===== config.mk =====
export PLATFORM = sky130hd
export DESIGN_NAME = quadratic_probe_hash_table
export DESIGN_NICKNAME = d
export VERILOG_FILES = /design/src/rtl/qph_pkg.sv /design/src/rtl/quadratic_probe_hash_table.sv /design/src/rtl/qph_slot_ram.sv /design/src/rtl/qph_ctrl.sv
export SDC_FILE = /design/constraint.sdc
export NUM_CORES = 1
export LEC_CHECK = 0
export BUFFER_PORTS_ARGS = -buffer_cell sky130_fd_sc_hd__buf_4
export CAP_MARGIN = 20
export CORE_MARGIN = 3
export CORE_UTILIZATION = 40
export DETAILED_ROUTE_END_ITERATION = 10
export HOLD_SLACK_MARGIN = 0.02
export SETUP_SLACK_MARGIN = 0.05
export SLEW_MARGIN = 20
export SYNTH_ARGS = -nofsm -noshare
export SYNTH_HDL_FRONTEND = slang
export SYNTH_SLANG_ARGS = --single-unit

===== constraint.sdc =====
create_clock -name aclk -period 9.1 [get_ports aclk]
set_clock_uncertainty 0.05 [all_clocks]
set_input_delay 2.73 -clock aclk [delete_from_list [all_inputs] [get_ports aclk]]
set_output_delay 2.73 -clock aclk [all_outputs]
set_load 0.01 [all_outputs]

===== src/rtl/qph_pkg.sv =====
// Shared types and constants for the quadratic-probe hash table.
// No dependencies; imported by every module of the block.
package qph_pkg;

    localparam int TABLE_SIZE = 16;  // must be a power of two
    localparam int IDX_W      = $clog2(TABLE_SIZE);
    localparam int KEY_W      = 32;
    localparam int CMD_W      = 2;
    localparam int STATUS_W   = 2;
    localparam int SLOT_W     = 4;

    localparam logic [CMD_W-1:0] CMD_INSERT = 2'd0;
    localparam logic [CMD_W-1:0] CMD_SEARCH = 2'd1;
    localparam logic [CMD_W-1:0] CMD_DELETE = 2'd2;

    localparam logic [STATUS_W-1:0] ST_OK      = 2'd0;
    localparam logic [STATUS_W-1:0] ST_MISSING = 2'd1;
    localparam logic [STATUS_W-1:0] ST_FULL    = 2'd2;

    typedef enum logic [1:0] {
        MARK_EMPTY = 2'd0,
        MARK_USED  = 2'd1,
        MARK_GONE  = 2'd2
    } mark_t;

    typedef logic [IDX_W-1:0] idx_t;

    typedef struct packed {
        logic             rd_en;
        idx_t             rd_addr;
        logic             wr_en;
        idx_t             wr_addr;
        mark_t            wr_mark;
        logic [KEY_W-1:0] wr_key;
    } mem_req_t;

    typedef struct packed {
        mark_t            mark;
        logic [KEY_W-1:0] key;
    } mem_rsp_t;

    typedef struct packed {
        logic [STATUS_W-1:0] status;
        logic [SLOT_W-1:0]   slot_index;
    } result_t;

endpackage


===== src/rtl/quadratic_probe_hash_table.sv =====
// Top level of the quadratic-probe hash table: sequencer, slot memory, output register.
// Depends on qph_pkg, qph_slot_ram and qph_ctrl.
//
//  Channel  | Ports                               | Dir | Transaction
//  ---------+-------------------------------------+-----+-----------------------------
//  command  | s_valid s_ready s_cmd s_key         | in  | insert / search / delete
//  result   | m_valid m_ready m_status m_slot_... | out | one status + slot per command
//
// Probing: a command visits k slots (1 <= k <= 16), reading them one by one through the
// single read port of the slot memory. An unused command code ends on its first probe.
// Reset: aresetn (synchronous, active low) clears the per-slot valid flops at once,
// so every slot reads as empty on the next cycle; no clearing pass is needed.
// Stalls: a result waits in the output register while the next command is accepted;
// if that command finishes before the register drains, the sequencer holds it.
module quadratic_probe_hash_table
    import qph_pkg::*;
(
    input  logic                aclk,
    input  logic                aresetn,
    input  logic                s_valid,
    output logic                s_ready,
    input  logic [CMD_W-1:0]    s_cmd,
    input  logic [KEY_W-1:0]    s_key,
    output logic                m_valid,
    input  logic                m_ready,
    output logic [STATUS_W-1:0] m_status,
    output logic [SLOT_W-1:0]   m_slot_index
);

    mem_req_t mem_req;
    mem_rsp_t mem_rsp;
    result_t  res;
    logic     res_valid;
    logic     out_free;

    logic                m_valid_reg;
    logic [STATUS_W-1:0] m_status_reg;
    logic [SLOT_W-1:0]   m_slot_index_reg;

    // Output register can take a new result when empty or draining this cycle
    assign out_free = !m_valid_reg || m_ready;

    qph_ctrl u_ctrl (
        .aclk      (aclk),
        .aresetn   (aresetn),
        .s_valid   (s_valid),
        .s_ready   (s_ready),
        .s_cmd     (s_cmd),
        .s_key     (s_key),
        .out_free  (out_free),
        .res_valid (res_valid),
        .res       (res),
        .mem_req   (mem_req),
        .mem_rsp   (mem_rsp)
    );

    qph_slot_ram u_slot_ram (
        .aclk    (aclk),
        .aresetn (aresetn),
        .req     (mem_req),
        .rsp     (mem_rsp)
    );

    // Advance the output register; drop valid once the transaction is taken
    always_ff @(posedge aclk) begin
        if (!aresetn) begin
            m_valid_reg <= 1'b0;
        end else if (res_valid) begin
            m_valid_reg <= 1'b1;
        end else if (m_ready) begin
            m_valid_reg <= 1'b0;
        end
    end

    always_ff @(posedge aclk) begin
        if (res_valid) begin
            m_status_reg     <= res.status;
            m_slot_index_reg <= res.slot_index;
        end
    end

    assign m_valid      = m_valid_reg;
    assign m_status     = m_status_reg;
    assign m_slot_index = m_slot_index_reg;

    // A result is only handed over when the output register has room
    a_res_room: assert property (@(posedge aclk) disable iff (!aresetn)
        res_valid |-> out_free)
        else $error("result produced while output register is full");

    // A failed command reports slot zero
    a_fail_slot: assert property (@(posedge aclk) disable iff (!aresetn)
        (m_valid && m_status != ST_OK) |-> (m_slot_index == '0))
        else $error("nonzero slot index on failed command");

    // A probe follows every accepted command before the next one is accepted
    a_busy_after_accept: assert property (@(posedge aclk) disable iff (!aresetn)
        (s_valid && s_ready) |=> !s_ready)
        else $error("command accepted back to back without probing");

    // Memory writes happen only while a command is in flight
    a_write_busy: assert property (@(posedge aclk) disable iff (!aresetn)
        mem_req.wr_en |-> (!s_ready && res_valid || !s_ready && !out_free))
        else $error("slot memory written outside a probe");

endmodule


===== src/rtl/qph_slot_ram.sv =====
// Slot store: key and mark memory, one read and one write port, registered read.
// Depends on qph_pkg. Per-entry valid flops make unwritten slots read as empty.
module qph_slot_ram
    import qph_pkg::*;
(
    input  logic     aclk,
    input  logic     aresetn,
    input  mem_req_t req,
    output mem_rsp_t rsp
);

    logic [KEY_W-1:0]      key_mem [TABLE_SIZE];
    mark_t                 mark_mem [TABLE_SIZE];
    logic [TABLE_SIZE-1:0] valid_reg;
    logic [KEY_W-1:0]      rd_key_reg;
    mark_t                 rd_mark_reg;

    always_ff @(posedge aclk) begin
        if (req.wr_en) begin
            key_mem[req.wr_addr]  <= req.wr_key;
            mark_mem[req.wr_addr] <= req.wr_mark;
        end
        if (req.rd_en) begin
            rd_key_reg  <= key_mem[req.rd_addr];
            rd_mark_reg <= valid_reg[req.rd_addr] ? mark_mem[req.rd_addr] : MARK_EMPTY;
        end
    end

    always_ff @(posedge aclk) begin
        if (!aresetn) begin
            valid_reg <= '0;
        end else if (req.wr_en) begin
            valid_reg[req.wr_addr] <= 1'b1;
        end
    end

    assign rsp.mark = rd_mark_reg;
    assign rsp.key  = rd_key_reg;

endmodule


===== src/rtl/qph_ctrl.sv =====
// Probe sequencer: walks the quadratic probe chain, one slot read per cycle while probing.
// Depends on qph_pkg; drives qph_slot_ram and hands results to the top level.
module qph_ctrl
    import qph_pkg::*;
(
    input  logic             aclk,
    input  logic             aresetn,
    input  logic             s_valid,
    output logic             s_ready,
    input  logic [CMD_W-1:0] s_cmd,
    input  logic [KEY_W-1:0] s_key,
    input  logic             out_free,
    output logic             res_valid,
    output result_t          res,
    output mem_req_t         mem_req,
    input  mem_rsp_t         mem_rsp
);

    typedef enum logic [2:0] {
        S_IDLE  = 3'b001,
        S_PROBE = 3'b010,
        S_HOLD  = 3'b100
    } state_t;

    state_t           state_reg, state_next;
    logic [CMD_W-1:0] cmd_reg;
    logic [KEY_W-1:0] key_reg;
    idx_t             cur_addr_reg;
    idx_t             step_idx_reg;
    result_t          pend_reg;

    idx_t    next_addr;
    logic    last_probe;
    logic    done;
    result_t probe_res;
    logic    accept;
    logic    rd_en;
    idx_t    rd_addr;
    logic    wr_en;
    mark_t   wr_mark;

    assign accept     = s_valid && s_ready;
    // offset(i+1) = offset(i) + 2i + 1, all mod TABLE_SIZE
    assign next_addr  = cur_addr_reg + IDX_W'({step_idx_reg, 1'b1});
    assign last_probe = (step_idx_reg == idx_t'(TABLE_SIZE - 1));

    // Field order: rd_en, rd_addr, wr_en, wr_addr, wr_mark, wr_key
    assign mem_req = {rd_en, rd_addr, wr_en, cur_addr_reg, wr_mark, key_reg};

    // Evaluate the slot whose read data is on mem_rsp this cycle
    always_comb begin
        done                 = 1'b0;
        probe_res.status     = ST_MISSING;
        probe_res.slot_index = '0;
        wr_en                = 1'b0;
        wr_mark              = MARK_USED;
        case (cmd_reg)
            CMD_INSERT: begin
                if (mem_rsp.mark != MARK_USED) begin
                    done                 = 1'b1;
                    probe_res.status     = ST_OK;
                    probe_res.slot_index = SLOT_W'(cur_addr_reg);
                    wr_en                = (state_reg == S_PROBE);
                end else if (last_probe) begin
                    done             = 1'b1;
                    probe_res.status = ST_FULL;
                end
            end
            CMD_SEARCH, CMD_DELETE: begin
                if (mem_rsp.mark == MARK_EMPTY) begin
                    done = 1'b1;
                end else if (mem_rsp.mark == MARK_USED && mem_rsp.key == key_reg) begin
                    done                 = 1'b1;
                    probe_res.status     = ST_OK;
                    probe_res.slot_index = SLOT_W'(cur_addr_reg);
                    wr_mark              = MARK_GONE;
                    wr_en                = (state_reg == S_PROBE) && (cmd_reg == CMD_DELETE);
                end else if (last_probe) begin
                    done = 1'b1;
                end
            end
            default: begin
                done = 1'b1;
            end
        endcase
    end

    always_comb begin
        state_next = state_reg;
        s_ready    = 1'b0;
        res_valid  = 1'b0;
        res        = probe_res;
        rd_en      = 1'b0;
        rd_addr    = next_addr;
        unique case (state_reg)
            S_IDLE: begin
                s_ready = 1'b1;
                rd_en   = s_valid;
                rd_addr = s_key[IDX_W-1:0];
                if (s_valid) begin
                    state_next = S_PROBE;
                end
            end
            S_PROBE: begin
                rd_en = !done;
                if (done) begin
                    res_valid  = out_free;
                    state_next = out_free ? S_IDLE : S_HOLD;
                end
            end
            S_HOLD: begin
                res       = pend_reg;
                res_valid = out_free;
                if (out_free) begin
                    state_next = S_IDLE;
                end
            end
            default: begin
                state_next = S_IDLE;
            end
        endcase
    end

    always_ff @(posedge aclk) begin
        if (!aresetn) begin
            state_reg <= S_IDLE;
        end else begin
            state_reg <= state_next;
        end
    end

    always_ff @(posedge aclk) begin
        if (accept) begin
            cmd_reg      <= s_cmd;
            key_reg      <= s_key;
            cur_addr_reg <= s_key[IDX_W-1:0];
            step_idx_reg <= '0;
        end else if (state_reg == S_PROBE && !done) begin
            cur_addr_reg <= next_addr;
            step_idx_reg <= step_idx_reg + idx_t'(1);
        end
        if (state_reg == S_PROBE && done) begin
            pend_reg <= probe_res;
        end
    end

endmodule

==> impl_results.md <==
* Setup Crit Path Kind: reg2out
* Synth Flop Type: edfxtp_1
* I/O pins at 46
* Least-Margin Pin Slew at 1.19 ns
* DR vias/cell at 5.49
* Leak at 0.0101 µW
* FF-to-FF setup slack at 4.36 ns
* Register area at 19300 µm²
* Post-CTS Setup Inserts at 0
* Share of layout cells above drive strength 1 at 10.8%
* Port bufs at 45
* Crit path max-delay family: simple AND/OR/NAND/NOR gates
* CP endpoint kind: primary output
* Max-cap violation count at 0
* Clock Sinks at roughly 650
* Fin cells at 2813
* Largest register FFs at around 510
* Crit-path max cell delay at 0.63 ns
* Core Box Area at 63700 µm²
* Post-layout min period at 4.99 ns
* RSZ-0062 raised after global routing: false
* Clk pin slew, worst setup/hold paths at around 0.06 ns
* P_sw at between 1500 and 2000 µW
* Internal power at 5190 µW
* Starting Density at 40.9%
* Chip height at 261 µm
* Seq pwr share at about half
* TritonCTS Buffers at about 70
* Average size of a mapped cell at 13.9 µm²
* Post-synth net total at about 1900
* Buf+Inv Stages, Crit Path at 2
* Tot Pwr at a little under 7000 µW
* CP max stage cell: or3b_1
* Maximum clock path buffer count at 3
* Maximum vdd ir drop at ~0.13 mV
* Ant. Diodes at 0
* Max H-tree Level at 3
* GRT Total Usage at 18.7%
* Commonest non-fill, non-tap cell in the layout: edfxtp_1
* Drt total wl at 63.3 mm
* Vias at 15400
* Hold-fix buffers at CTS at 0
* Clock power frac at 39.3%
* Crit-path cells: or3b_1 -> clkinv_2 -> buf_4
* DRT iter0 DRCs at 1590
* WP data arrival at 2.21 ns
* Synth async-reset ratio at 0%
* Largest Register: u_slot_ram.key_mem
* Max Clk Rate at around 200 MHz
* Die area at 68100 µm²
* Final core utilization at ~46%
* Distinct cells, synth at 61
* Clock latency on the worst-skew pair at 0.60 ns
* Place WS at 3.49 ns
* RePlAce Congestion at approximately 0.76
* Final period utilization at a little over half
* CP required at around 6.3 ns
* Total gr overflow at 0
* Final setup vio count at 0
* Final hold vios at 0
* Logic gate share of total power at a little over a tenth
* CTS root buf: clkbuf_16
* CP max FO at 13
* Final nets at slightly below 2000
* Area Growth Syn to Fin at 13.6%
* Synthesis-stage register bit count at ~650
* Avg WL per Cell at about 22 µm
* Drc violations at 0
* DP Wirelength at between 30 and 40 mm
* Min-Delay Path Class: reg2reg
* Final worst slack at slightly above 4 ns
* Post-placement cell count at ~2700
* Ys Warns at 0
* Num rows at 92
* Commonest cells after routing, fill and taps aside: edfxtp_1 (628), nand2_1 (435), nand3_1 (297)
* Status: completed
* Largest net degree at the start of global routing at 181
* Area occupied by multi-input gates at about 6300 µm²
* Setup TNS at 0 ns
* # resized after CTS at 0
* Slew Viols, Final at 0
* Chip width at around 260 µm
* Worst Setup Start Kind: flop
* Seq/Total Area, Yosys at 74.4%
* Power Density at 233 nW/µm²
* Syn Inst Count at 1870
* Vias in the first global route at 15000
* Routed Antenna Nets at 0
* Global-route wire length before repair at 95.0 mm
* Initial antenna violation count at 0
* Slew margin rel. at 20.4%
* Post-synth EDFFs at ~630
* Mapped Area at 26000 µm²
* Detailed Routing Iterations Pass 1 at 5
* Switching Share at 24.8%
* CTS tree: yes
* Fill count at 5488
## path summary, 6_finish.rpt
check | to | depth (start not counted) | start
worst max-delay path | s_ready | 3 | u_ctrl.state_reg[0]
worst min register to register | u_slot_ram.valid_reg[2] | 2 | u_slot_ram.valid_reg[2]
worst min-delay path | u_slot_ram.valid_reg[2] | 2 | u_slot_ram.valid_reg[2]
worst max register to register | u_slot_ram.key_mem[12][15] | 7 | u_ctrl.key_reg[13]
## power by group through the flow
stage	Combinational [µW]	Clock, µW	Sequential [µW]
6_report	758	2710	3430
5_1_grt	831	2910	3440
4_1_cts	763	2770	3430
3_5_place_dp	762	0	3490
3_3_place_gp	754	0	3490
2_1_floorplan	533	0	3470
## synthesized netlist by cell type (2+ instances only)
cell type / n / share of area, %
a211oi_1: 6 / 0.17
a21oi_1: 12 / 0.23
a22oi_1: 4 / 0.12
a31oi_1: 2 / 0.048
a32oi_1: 34 / 1.1
a41oi_1: 2 / 0.067
and2_1: 7 / 0.17
and3_1: 4 / 0.096
buf_1: 6 / 0.087
buf_2: 28 / 0.54
buf_4: 4 / 0.12
buf_6: 5 / 0.22
clkbuf_1: 62 / 0.89
dfxtp_1: 24 / 1.8
edfxtp_1: 628 / 73
ha_1: 6 / 0.29
inv_1: 9 / 0.13
mux2_2: 6 / 0.26
mux2i_1: 117 / 4.5
nand2_1: 436 / 6.3
nand2b_1: 8 / 0.19
nand3_1: 297 / 5.7
nand3b_1: 2 / 0.058
nand4_1: 8 / 0.19
nor2_1: 28 / 0.40
nor2_2: 2 / 0.048
nor2b_1: 7 / 0.17
nor3_1: 13 / 0.25
nor4_1: 4 / 0.096
o21ai_0: 11 / 0.21
o21ai_1: 14 / 0.27
o31a_1: 3 / 0.10
o41ai_1: 4 / 0.13
or3_1: 3 / 0.072
or4_1: 3 / 0.087
xnor2_1: 28 / 0.94
xor2_1: 9 / 0.30
## tightest hold or removal path, cell delays in order, from the launching register on
cell and delay, ns:
dfxtp_1 0.31, nand2_1 0.05, o21ai_1 0.05
## metal layers
layer / wire length (µm) / share of wire (%) / GRT usage, %
met1: 27500 / 43 / 25.9
met2: 29200 / 46 / 29.4
met3: 4460 / 7.0 / 3.56
met4: 2170 / 3.4 / 7.67
met5: 0 / 0 / 0
## cell type report
type	count	area share, %
sequential	652	65.4
clock inverter	29	0.834
timing repair buffer	80	2.16
tap	846	3.58
multi-input combinational	1103	21.3
clock buffer	93	6.51
inverter	10	0.131
## cell families after synthesis
| logic type | synth area share, % |
|---|---|
| AOI/OAI and AO/OA | 3.08 |
| muxes | 4.89 |
| buffers and inverters | 2.00 |
| xor gates and xnor gates | 1.25 |
| DFF | 74.4 |
| adders and majority gates | 0.366 |
| and+or+nand+nor | 14.1 |
## per-stage QoR
step | hold WS (ns) | area, µm²
final | 0.400 | 29500
after detailed placement | 0.392 | 27400
after global routing | 0.420 | 29500
after floorplan | 0.374 | 26000
after CTS | 0.401 | 29500
after global placement | 0.385 | 27400
(Power assumes the default switching activity.)
